## src/rtl/core/gvd_pkg.sv

```systemverilog
// Shared types, register map and helpers for the group varint decoder.
package gvd_pkg;

  localparam int unsigned ByteW    = 8;
  localparam int unsigned ValueW   = 32;
  localparam int unsigned PartW    = 24;
  localparam int unsigned SlotW    = 2;
  localparam int unsigned CntW     = 2;
  localparam int unsigned GsizeW   = 3;
  localparam int unsigned ApbAddrW = 2;
  localparam int unsigned ApbDataW = 32;

  localparam logic [ApbAddrW-1:0] RegGroupSize   = 2'd0;
  localparam logic [GsizeW-1:0]   GroupSizeReset = 3'd4;
  localparam logic [GsizeW-1:0]   GroupSizeMin   = 3'd2;
  localparam logic [GsizeW-1:0]   GroupSizeMax   = 3'd4;

  typedef struct packed {
    logic [ValueW-1:0] value;
    logic [SlotW-1:0]  index;
    logic              last;
  } result_t;

  // Index of the last slot for a group size, saturated to the legal range.
  function automatic logic [SlotW-1:0] last_slot(input logic [GsizeW-1:0] gs);
    logic [GsizeW-1:0] eff;
    if (gs < GroupSizeMin) begin
      eff = GroupSizeMin;
    end else if (gs > GroupSizeMax) begin
      eff = GroupSizeMax;
    end else begin
      eff = gs;
    end
    last_slot = SlotW'(eff - 3'd1);
  endfunction

endpackage

```

## src/rtl/core/gvd_cfg.sv

```systemverilog
// APB register block holding the group size.
module gvd_cfg (
  input  logic                          clk_i,
  input  logic                          rst_ni,
  input  logic                          psel,
  input  logic                          penable,
  input  logic                          pwrite,
  input  logic [gvd_pkg::ApbAddrW-1:0]  paddr,
  input  logic [gvd_pkg::ApbDataW-1:0]  pwdata,
  output logic [gvd_pkg::ApbDataW-1:0]  prdata,
  output logic                          pready,
  output logic [gvd_pkg::SlotW-1:0]     last_slot_o
);

  logic [gvd_pkg::GsizeW-1:0] gsize_q;
  logic [gvd_pkg::GsizeW-1:0] gsize_d;
  logic                       wr_en;

  assign pready = 1'b1;
  assign wr_en  = psel && penable && pwrite && pready && (paddr == gvd_pkg::RegGroupSize);

  always_comb begin
    gsize_d = gsize_q;
    if (wr_en) begin
      gsize_d = pwdata[gvd_pkg::GsizeW-1:0];
    end
  end

  always_ff @(posedge clk_i or negedge rst_ni) begin
    if (!rst_ni) begin
      gsize_q <= gvd_pkg::GroupSizeReset;
    end else begin
      gsize_q <= gsize_d;
    end
  end

  always_comb begin
    prdata = '0;
    if (paddr == gvd_pkg::RegGroupSize) begin
      prdata = {{(gvd_pkg::ApbDataW - gvd_pkg::GsizeW){1'b0}}, gsize_q};
    end
  end

  assign last_slot_o = gvd_pkg::last_slot(gsize_q);

endmodule

```

## src/rtl/core/gvd_decode.sv

```systemverilog
// Group parse state and per-byte value assembly.
module gvd_decode (
  input  logic                      clk_i,
  input  logic                      rst_ni,
  input  logic                      fire_i,
  input  logic [gvd_pkg::ByteW-1:0] byte_i,
  input  logic [gvd_pkg::SlotW-1:0] last_slot_i,
  output logic                      res_vld_o,
  output gvd_pkg::result_t          res_o
);

  logic                      hdr_q,   hdr_d;
  logic [gvd_pkg::ByteW-1:0] codes_q, codes_d;
  logic [gvd_pkg::SlotW-1:0] slot_q,  slot_d;
  logic [gvd_pkg::CntW-1:0]  cnt_q,   cnt_d;
  logic [gvd_pkg::PartW-1:0] part_q,  part_d;
  logic [1:0]                code;
  logic [gvd_pkg::ValueW-1:0] shifted;
  logic                      end_grp;

  assign code    = codes_q[{slot_q, 1'b0} +: 2];
  assign shifted = {{(gvd_pkg::ValueW - gvd_pkg::ByteW){1'b0}}, byte_i} << {cnt_q, 3'b000};
  assign end_grp = (slot_q >= last_slot_i);

  always_comb begin
    hdr_d     = hdr_q;
    codes_d   = codes_q;
    slot_d    = slot_q;
    cnt_d     = cnt_q;
    part_d    = part_q;
    res_vld_o = 1'b0;
    res_o.value = {{(gvd_pkg::ValueW - gvd_pkg::PartW){1'b0}}, part_q} | shifted;
    res_o.index = slot_q;
    res_o.last  = end_grp;
    if (fire_i) begin
      if (hdr_q) begin
        codes_d = byte_i;
        slot_d  = '0;
        cnt_d   = '0;
        part_d  = '0;
        hdr_d   = 1'b0;
      end else if (cnt_q < code) begin
        part_d = part_q | shifted[gvd_pkg::PartW-1:0];
        cnt_d  = cnt_q + 2'd1;
      end else begin
        res_vld_o = 1'b1;
        part_d    = '0;
        cnt_d     = '0;
        if (end_grp) begin
          slot_d = '0;
          hdr_d  = 1'b1;
        end else begin
          slot_d = slot_q + 2'd1;
        end
      end
    end
  end

  always_ff @(posedge clk_i or negedge rst_ni) begin
    if (!rst_ni) begin
      hdr_q   <= 1'b1;
      codes_q <= '0;
      slot_q  <= '0;
      cnt_q   <= '0;
      part_q  <= '0;
    end else begin
      hdr_q   <= hdr_d;
      codes_q <= codes_d;
      slot_q  <= slot_d;
      cnt_q   <= cnt_d;
      part_q  <= part_d;
    end
  end

`ifndef SYNTH
  a_hdr_taken: assert property (@(posedge clk_i) disable iff (!rst_ni)
    fire_i && hdr_q |=> !hdr_q)
    else $error("leading byte not consumed");
  a_end_to_hdr: assert property (@(posedge clk_i) disable iff (!rst_ni)
    res_vld_o && res_o.last |=> hdr_q && slot_q == '0)
    else $error("group end did not return to leading byte");
  a_cnt_bound: assert property (@(posedge clk_i) disable iff (!rst_ni)
    !hdr_q |-> cnt_q <= code)
    else $error("byte count past value length");
  a_hdr_clean: assert property (@(posedge clk_i) disable iff (!rst_ni)
    hdr_q |-> cnt_q == '0 && part_q == '0)
    else $error("stale partial value at leading byte");
`endif

endmodule

```

## src/rtl/core/gvd_out.sv

```systemverilog
// Result register toward the master stream side.
module gvd_out (
  input  logic                          clk_i,
  input  logic                          rst_ni,
  input  logic                          take_i,
  input  gvd_pkg::result_t              res_i,
  output logic                          can_take_o,
  output logic                          m_axis_tvalid_o,
  input  logic                          m_axis_tready_i,
  output logic [gvd_pkg::ValueW-1:0]    m_axis_tdata_o,
  output logic [gvd_pkg::SlotW-1:0]     m_axis_tuser_o,
  output logic                          m_axis_tlast_o
);

  logic             vld_q, vld_d;
  gvd_pkg::result_t res_q, res_d;

  assign can_take_o = !vld_q || m_axis_tready_i;

  always_comb begin
    vld_d = vld_q;
    res_d = res_q;
    if (take_i) begin
      vld_d = 1'b1;
      res_d = res_i;
    end else if (m_axis_tready_i) begin
      vld_d = 1'b0;
    end
  end

  always_ff @(posedge clk_i or negedge rst_ni) begin
    if (!rst_ni) begin
      vld_q <= 1'b0;
    end else begin
      vld_q <= vld_d;
    end
  end

  always_ff @(posedge clk_i) begin
    res_q <= res_d;
  end

  assign m_axis_tvalid_o = vld_q;
  assign m_axis_tdata_o  = res_q.value;
  assign m_axis_tuser_o  = res_q.index;
  assign m_axis_tlast_o  = res_q.last;

endmodule

```

## src/rtl/core/group_varint_decoder.sv

```systemverilog
// Group varint stream decoder top level.
// Takes one encoded byte per cycle on the slave stream unless the master stream stalls,
// and emits one decoded value on the master stream when that value's last byte has been
// consumed. A byte is registered on entry, decoded against the group state once the
// output register can take a result, and the result lands in that output register. A new
// byte can be accepted while the buffered one is decoded. Leading bytes and non-final
// value bytes produce no result. The group size register (APB offset 0) should be written
// only while the stream is idle.
module group_varint_decoder (
  input  logic                          clk_i,
  input  logic                          rst_ni,
  input  logic                          s_axis_tvalid_i,
  output logic                          s_axis_tready_o,
  input  logic [gvd_pkg::ByteW-1:0]     s_axis_tdata_i,    // in_byte
  output logic                          m_axis_tvalid_o,
  input  logic                          m_axis_tready_i,
  output logic [gvd_pkg::ValueW-1:0]    m_axis_tdata_o,    // decoded_value
  output logic [gvd_pkg::SlotW-1:0]     m_axis_tuser_o,    // value_index
  output logic                          m_axis_tlast_o,
  input  logic                          psel,
  input  logic                          penable,
  input  logic                          pwrite,
  input  logic [gvd_pkg::ApbAddrW-1:0]  paddr,
  input  logic [gvd_pkg::ApbDataW-1:0]  pwdata,
  output logic [gvd_pkg::ApbDataW-1:0]  prdata,
  output logic                          pready
);

  logic                      in_vld_q, in_vld_d;
  logic [gvd_pkg::ByteW-1:0] in_byte_q, in_byte_d;
  logic                      fire;
  logic                      can_take;
  logic                      res_vld;
  gvd_pkg::result_t          res;
  logic [gvd_pkg::SlotW-1:0] last_slot;
  logic                      s_acc;

  assign fire            = in_vld_q && can_take;
  assign s_axis_tready_o = !in_vld_q || fire;
  assign s_acc           = s_axis_tvalid_i && s_axis_tready_o;

  always_comb begin
    in_vld_d  = in_vld_q;
    in_byte_d = in_byte_q;
    if (s_acc) begin
      in_vld_d  = 1'b1;
      in_byte_d = s_axis_tdata_i;
    end else if (fire) begin
      in_vld_d = 1'b0;
    end
  end

  always_ff @(posedge clk_i or negedge rst_ni) begin
    if (!rst_ni) begin
      in_vld_q <= 1'b0;
    end else begin
      in_vld_q <= in_vld_d;
    end
  end

  always_ff @(posedge clk_i) begin
    in_byte_q <= in_byte_d;
  end

  gvd_cfg u_cfg (
    .clk_i       (clk_i),
    .rst_ni      (rst_ni),
    .psel        (psel),
    .penable     (penable),
    .pwrite      (pwrite),
    .paddr       (paddr),
    .pwdata      (pwdata),
    .prdata      (prdata),
    .pready      (pready),
    .last_slot_o (last_slot)
  );

  gvd_decode u_decode (
    .clk_i       (clk_i),
    .rst_ni      (rst_ni),
    .fire_i      (fire),
    .byte_i      (in_byte_q),
    .last_slot_i (last_slot),
    .res_vld_o   (res_vld),
    .res_o       (res)
  );

  gvd_out u_out (
    .clk_i           (clk_i),
    .rst_ni          (rst_ni),
    .take_i          (fire && res_vld),
    .res_i           (res),
    .can_take_o      (can_take),
    .m_axis_tvalid_o (m_axis_tvalid_o),
    .m_axis_tready_i (m_axis_tready_i),
    .m_axis_tdata_o  (m_axis_tdata_o),
    .m_axis_tuser_o  (m_axis_tuser_o),
    .m_axis_tlast_o  (m_axis_tlast_o)
  );

`ifndef SYNTH
  a_no_drop: assert property (@(posedge clk_i) disable iff (!rst_ni)
    in_vld_q && !fire |=> in_vld_q && $stable(in_byte_q))
    else $error("buffered byte lost");
  a_no_overwrite: assert property (@(posedge clk_i) disable iff (!rst_ni)
    m_axis_tvalid_o && !m_axis_tready_i |-> !(fire && res_vld))
    else $error("result overwritten while stalled");
  a_fire_ready: assert property (@(posedge clk_i) disable iff (!rst_ni)
    fire |-> s_axis_tready_o)
    else $error("input stage blocked while draining");
`endif

endmodule

```

## config.mk

```make
export PLATFORM = sky130hd
export DESIGN_NAME = group_varint_decoder
export DESIGN_NICKNAME = d
export VERILOG_FILES = /design/src/rtl/core/gvd_pkg.sv /design/src/rtl/core/gvd_cfg.sv /design/src/rtl/core/gvd_decode.sv /design/src/rtl/core/gvd_out.sv /design/src/rtl/core/group_varint_decoder.sv
export SDC_FILE = /design/constraint.sdc
export NUM_CORES = 1
export LEC_CHECK = 0
export ABC_AREA = 1
export BUFFER_PORTS_ARGS = -buffer_cell sky130_fd_sc_hd__buf_2
export CORE_ASPECT_RATIO = 0.8
export CORE_MARGIN = 2
export CORE_UTILIZATION = 50
export DETAILED_ROUTE_END_ITERATION = 10
export PLACE_DENSITY = 0.78
export SYNTH_ARGS = -nofsm -noshare
export SYNTH_HDL_FRONTEND = slang
export SYNTH_SLANG_ARGS = --single-unit
```

## constraint.sdc

```tcl
create_clock -name clk_i -period 4.5 [get_ports clk_i]
set_input_delay 0.45 -clock clk_i [delete_from_list [all_inputs] [get_ports clk_i]]
set_output_delay 0.45 -clock clk_i [all_outputs]
set_load 0.02 [all_outputs]
```

-- After elaboration in Yosys (flattened, before gate mapping)
Cells that the tools add are included.
- $add $sub $neg: 3
- multipliers: 0
- div/mod/pow operators: 0
- $lt $le $gt $ge: 4
- equality and inequality tests: 1
- shifts and indexed selects: 2
- mux-type cells: 20
- bitwise gates (word level): 2
- reduce and logical (&&, ||, !) cells: 15
- operators with widths (operator ; count):
    $mux 24 ; 2
    $or 24x32->32 ; 1
    $shl 8x5->32 ; 1
    $or 24x24->24 ; 1
    $mux 2 ; 7
    $mux 1 ; 10
    $shiftx 8x4->2 ; 1
    $logic_and 1x1->1 ; 6
    $add 2x1->2 const B ; 2
    $reduce_and 2->1 ; 2
    $reduce_bool 2->1 ; 2
    $gt 3x3->1 const B ; 1
    $lt 3x2->1 const B ; 1
    $mux 3 ; 1
    $ge 2x2->1 ; 1
    $logic_not 1->1 ; 2
    $logic_not 2->1 ; 1
    $logic_or 1x1->1 ; 2
    $lt 2x2->1 ; 1
    $ne 2x1->1 const B ; 1
    $sub 2x1->2 const B ; 1
- flip-flop bits (word level): 85
- latch bits: 0
- bits in writable memories: 0
- memory bits (read-only): 0
- output and inout bits: 70
- memories kept: 0

-- Depth between registers and ports, before layout
- depth in word-level cells: 8
- gate-level depth with buffers: 12

-- By module
A second synthesis with hierarchy kept.
- cells, all modules: 364
- area, all modules: 3818.7 µm²
- by module, submodules not included (module ; times used ; cells each ; area each (µm²) ; seq. area each (µm²)):
    gvd_decode ; 1 ; 248 ; 1999.4 ; 927.1
    gvd_out ; 1 ; 40 ; 1096.1 ; 1076.0
    gvd_cfg ; 1 ; 58 ; 420.4 ; 76.3
    group_varint_decoder ; 1 ; 18 ; 302.8 ; 265.3

-- Least setup slack after synthesis
Ideal clock, no wire load.
- kind: register to register
- start point: register u_decode.slot_q[0] (netlist bit)
- end point: register u_out.res_q (netlist bit u_out.m_axis_tdata_o[0]) (enable)
- setup time: 390 ps
- data arrival time: 2014 ps
- data required time: 4110 ps
- setup slack: 2096 ps
- stages on the path, launching flop included: 10
- path through: dfrtp_1 -> buf_6 -> inv_6 -> nand2_1 -> a32o_1 -> ha_1 -> nand2_2 -> nand2_1 -> nand2_1 -> inv_1
- longest elaborated chain between the ends: 6
- RTL lines (what ; RTL line ; RTL):
    start, declared ; gvd_decode.sv:14 ; logic [gvd_pkg::SlotW-1:0] slot_q, slot_d;
    start signal, assigned ; gvd_decode.sv:69 ; slot_q <= slot_d;
    $shiftx 8x4->2 ; gvd_decode.sv:21 ; assign code = codes_q[{slot_q, 1'b0} +: 2];
    $lt 2x2->1 ; gvd_decode.sv:42 ; end else if (cnt_q < code) begin
    $mux 1 ; gvd_decode.sv:42 ;
    $mux 1 ; gvd_decode.sv:36 ; if (hdr_q) begin
    $mux 1 ; gvd_decode.sv:35 ; if (fire_i) begin
    $logic_and 1x1->1 ; group_varint_decoder.sv:91 ; .take_i (fire && res_vld),
    net u_out.take_i ; gvd_out.sv:5 ; input logic take_i,
    end signal, assigned ; gvd_out.sv:40 ; res_q <= res_d;
    end, declared ; gvd_out.sv:16 ; gvd_pkg::result_t res_q, res_d;
The timed path passes the listed nets, and every way through them passes these cells.
A chain may end at the register's enable or synchronous reset.

-- Worst setup path in the final report
- start point: register u_decode.cnt_q[0] (netlist bit)
- end point: register u_out.res_q (netlist bit u_out.m_axis_tdata_o[5]) (enable)
- longest elaborated chain between the ends: 5
- RTL lines (what ; RTL line ; RTL):
    start, declared ; gvd_decode.sv:15 ; logic [gvd_pkg::CntW-1:0] cnt_q, cnt_d;
    start signal, assigned ; gvd_decode.sv:70 ; cnt_q <= cnt_d;
    $lt 2x2->1 ; gvd_decode.sv:42 ;
    $mux 1 ; gvd_decode.sv:42 ;
    $mux 1 ; gvd_decode.sv:36 ;
    $mux 1 ; gvd_decode.sv:35 ;
    $logic_and 1x1->1 ; group_varint_decoder.sv:91 ;
    net u_out.take_i ; gvd_out.sv:5 ;
The timed path passes the listed nets, and every way through them passes these cells.

==> impl_results.md <==
* Logic depth of the worst register-to-register path at 7
* GR met2 Demand/Resource at 29.21%
* Total inserted antenna cells at 0
* Clock-pin transition on the worst setup and hold timing paths at 0.08 ns
* Effective utilization at floorplan at 51.85%
* DRT iter0 DRCs at 138
* Global-route wire length before repair at between 10,000 and 15,000 um
* Unrepaired setup endpoints after global routing: no
* Crit path arrival time at 2.91 ns
* Start of the worst register-to-register path: u_decode.cnt_q[0]
* Total CTS buffers at 9
* I/O Buffers at 59
* Clock tree from TritonCTS: yes
* Area of placed instances at 4070 sq um
* Max-slew violation count at 0
* Post-DR wirelength/cell at between 10 and 15 um
* Setup slack of the most critical reg-to-reg path at around 1.6 ns
* Maximum fanout encountered on the critical timing path at 26
* Final period utilization at 63.43%
* Die footprint at roughly 8400 sq um
* Fraction of final layout cells sized beyond drive strength 1 at 32.91%
* DIE WIDTH at ~100 um
* Worst Path Required at approximately 4.6 ns
* Total routing usage reported by global routing at around 18%
* Maximum number of pins on one net before global-route repair at 43
* Run status: finished clean
* Maximum level of the CTS H-tree at 3
* Xor and xnor area share after synthesis at 0.2274%
* Number of detailed-routing iterations run before antenna repair at 5
* Vias in the first global route at 2,353
* Number of warning messages in the yosys log at 0
* Portion of netlist area occupied by mux cells at 0%
* Area growth, synth to finish at 9.682%
* Global route overflow at 0
* Final worst hold slack at between 0.2 and 0.3 ns
* Most common cell on crit path: nand2_1
* GR Util met3 at 6.145%
* CTS Hold Bufs at 0
* Met1 capacity usage during global routing at 24.25%
* Number of distinct library cells after synthesis at 31
* Number of hold violations in the final report at 0
* Reported max-cap violation count at 0
* Vias per std cell at 4.806
* Global placement routability congestion at ~0.9
* Actual slew at the worst max-slew pin at around 1.1 ns
* Power density relative to cell area at 753.6 nW/um^2
* Post-CTS Resized at 0
* Via Count at 2,403
* Worst vdd rail ir drop at 314.1 uV
* Compound-Gate Fraction of Synth Area at 7.342%
* Fraction of the yosys area taken by sequential cells at 60.88%
* Maximum number of buffers from clock root to sink at 2
* Area of the core at 7427 sq um
* Highest Clock Rate at roughly 0.35 GHz
* Design Area, Final at ~4200 sq um
* Routed Antenna Nets at 0
* Synthesized-area fraction occupied by adder cells at less than 1%
* Cells after synthesis at 332
* Time the worst path needs with I/O delays and setup at 2.854 ns
* Class of the most critical hold timing path: in -> async
* # clock sinks at 85
* Fin Clk Skew at 0.01160 ns
* Antenna violations before repair at 0
* Vertical extent of the die at 82.50 um
* HPWL after detailed placement at 4640 um
* Syn avg cell area at 11.60 sq um
* Endpoint kind of the worst setup timing path: flip-flop
* Number of core rows at 28
* Routed WL at 7031 um
* Max-Slew Margin vs Limit at 27.51%
* Setup TNS at 0 ns
* I/O pin cnt at between 100 and 150
* Post-CTS Setup Bufs at 0
* Total DRC errors in the routed layout at 0
* Longest individual stage delay on the worst path at about 1.1 ns
* Dominant combinational cell family by area after synthesis: simple AND/OR/NAND/NOR gates
* Post-synth design cell area at around 3900 sq um
* Critical path start-end classification: reg -> reg
* Post-Synth Simple-Gate Area at 18.71%
* Cell type of the slowest stage on the worst timing path: dfrtp_1
* Terminus of the critical flop-to-flop path: u_out.m_axis_tdata_o[5]
* Final #Nets at 442
* Number of failing setup endpoints in the final timing report at 0
* Crit path cell chain: inv_8 > nand2_1 > nand2_2 > nand2_1 > nand2_1 > inv_1 > buf_4
* Clock insertion delay at the later pin of the skew report at 0.35 ns
* Clk root buf: clkbuf_8
* Most used routing layer: met2
* Leak Pwr at 1.922 nW
* Crit start category: flip-flop
* Flip-flop and latch count after synthesis at 85
placed cells by master, fill, tap and decap left out, types with 3 or more instances in the layout:
cell      instances
clkinv_2          3
buf_2            59
conb_1           30
nand2_1          33
clkbuf_1          4
a21oi_1          30
clkbuf_8          9
edfxtp_1         43
inv_1            25
nor2_4           20
ha_1              3
nand2_2           4
dfrtp_1          40
o21ai_0           9
or2_2            16
a31o_2            8
nor2_1           14
nand3_1           6
nor3_1           24
sequential cells by signal (all words and copies together), names as in the netlist:
signal	count
u_decode.hdr_q	1
u_out.m_axis_tvalid_o	1
u_out.m_axis_tdata_o	32
u_out.m_axis_tuser_o	2
u_decode.slot_q	2
in_vld_q	1
u_decode.cnt_q	2
u_decode.codes_q	8
u_out.m_axis_tlast_o	1
u_cfg.gsize_q	3
in_byte_q	8
u_decode.part_q	24
how the worst max path moves through the flow:
stage                            start                       to  slack (ns)
finish               u_decode.cnt_q[0]  u_out.m_axis_tdata_o[5]        1.65
global route         u_decode.cnt_q[0]  u_out.m_axis_tdata_o[4]        1.41
CTS                  u_decode.cnt_q[0]  u_out.m_axis_tdata_o[2]        1.63
detailed placement  u_decode.slot_q[0]  u_out.m_axis_tdata_o[5]        1.65
global placement     u_decode.cnt_q[0]  u_out.m_axis_tdata_o[5]        1.76
floorplan           u_decode.slot_q[0]  u_out.m_axis_tdata_o[0]        2.10
power breakdown:
group          leakage [nW]  internal [W]  switching, W
Sequential            0.947       0.00122      0.000185
Combinational         0.894      0.000442      0.000891
Clock                0.0812      0.000199      0.000250
stage by stage:
stage                     power [W]  setup WS, ns  utilization [%]  std cells
final                      0.003183         1.646            56.87        500
after global routing       0.003404         1.408            56.87        500
after CTS                  0.003206         1.628            56.87        500
after detailed placement   0.002747         1.653            54.80        484
after global placement     0.002701         1.765            54.80        484
after floorplan            0.002501         2.096                -        360
synthesized netlist by cell type, drive strengths merged:
| library cell | count | share of area (%) |
|---|---|---|
| nor2 | 35 | 7.4 |
| edfxtp | 43 | 34 |
| a21oi | 30 | 3.9 |
| a21boi | 1 | 0.20 |
| buf | 41 | 8.3 |
| o21ai | 9 | 1.2 |
| dfstp | 2 | 1.4 |
| nor3 | 24 | 3.1 |
| inv | 29 | 3.3 |
| nand3 | 8 | 1.3 |
| nand4 | 1 | 0.16 |
| conb | 2 | 0.20 |
| ha | 3 | 0.97 |
| nand2 | 38 | 4.2 |
| or2 | 16 | 2.6 |
| a31o | 8 | 1.8 |
| xor2 | 1 | 0.23 |
| dfrtp | 40 | 26 |
| a32o | 1 | 0.26 |
kinds of logic after synthesis:
| kind of cell | count (synthesis) |
|---|---|
| adders and majority gates | 3 |
| buffers and inverters | 70 |
| xor gates and xnor gates | 1 |
| and+or+nand+nor | 122 |
| DFF | 85 |
| other | 2 |
| AOI/OAI and AO/OA | 49 |
cell type report:
class	count	area, sq um
multi-input cells	205	1162
well taps	105	131.4
inverters	29	128.9
repair buffers	60	302.8
clock buffers	13	138.9
flip-flops and latches	85	2345
fillers	660	3203
clock inverters	3	15.01
critical path, delay by kind of cell, from the launching register on:
kind,cells,cell delay [ns]
DFF,1,1.07
and+or+nand+nor,4,0.37
buffers and inverters,3,1.10
layer usage:
metal / vias to the layer above / routed length, um
li1: 1161 / -
met2: 72 / 3401
met4: 0 / 67
met5: - / 0
met3: 8 / 437
met1: 1162 / 3124
No activity file was read; power rests on OpenSTA's default activity.
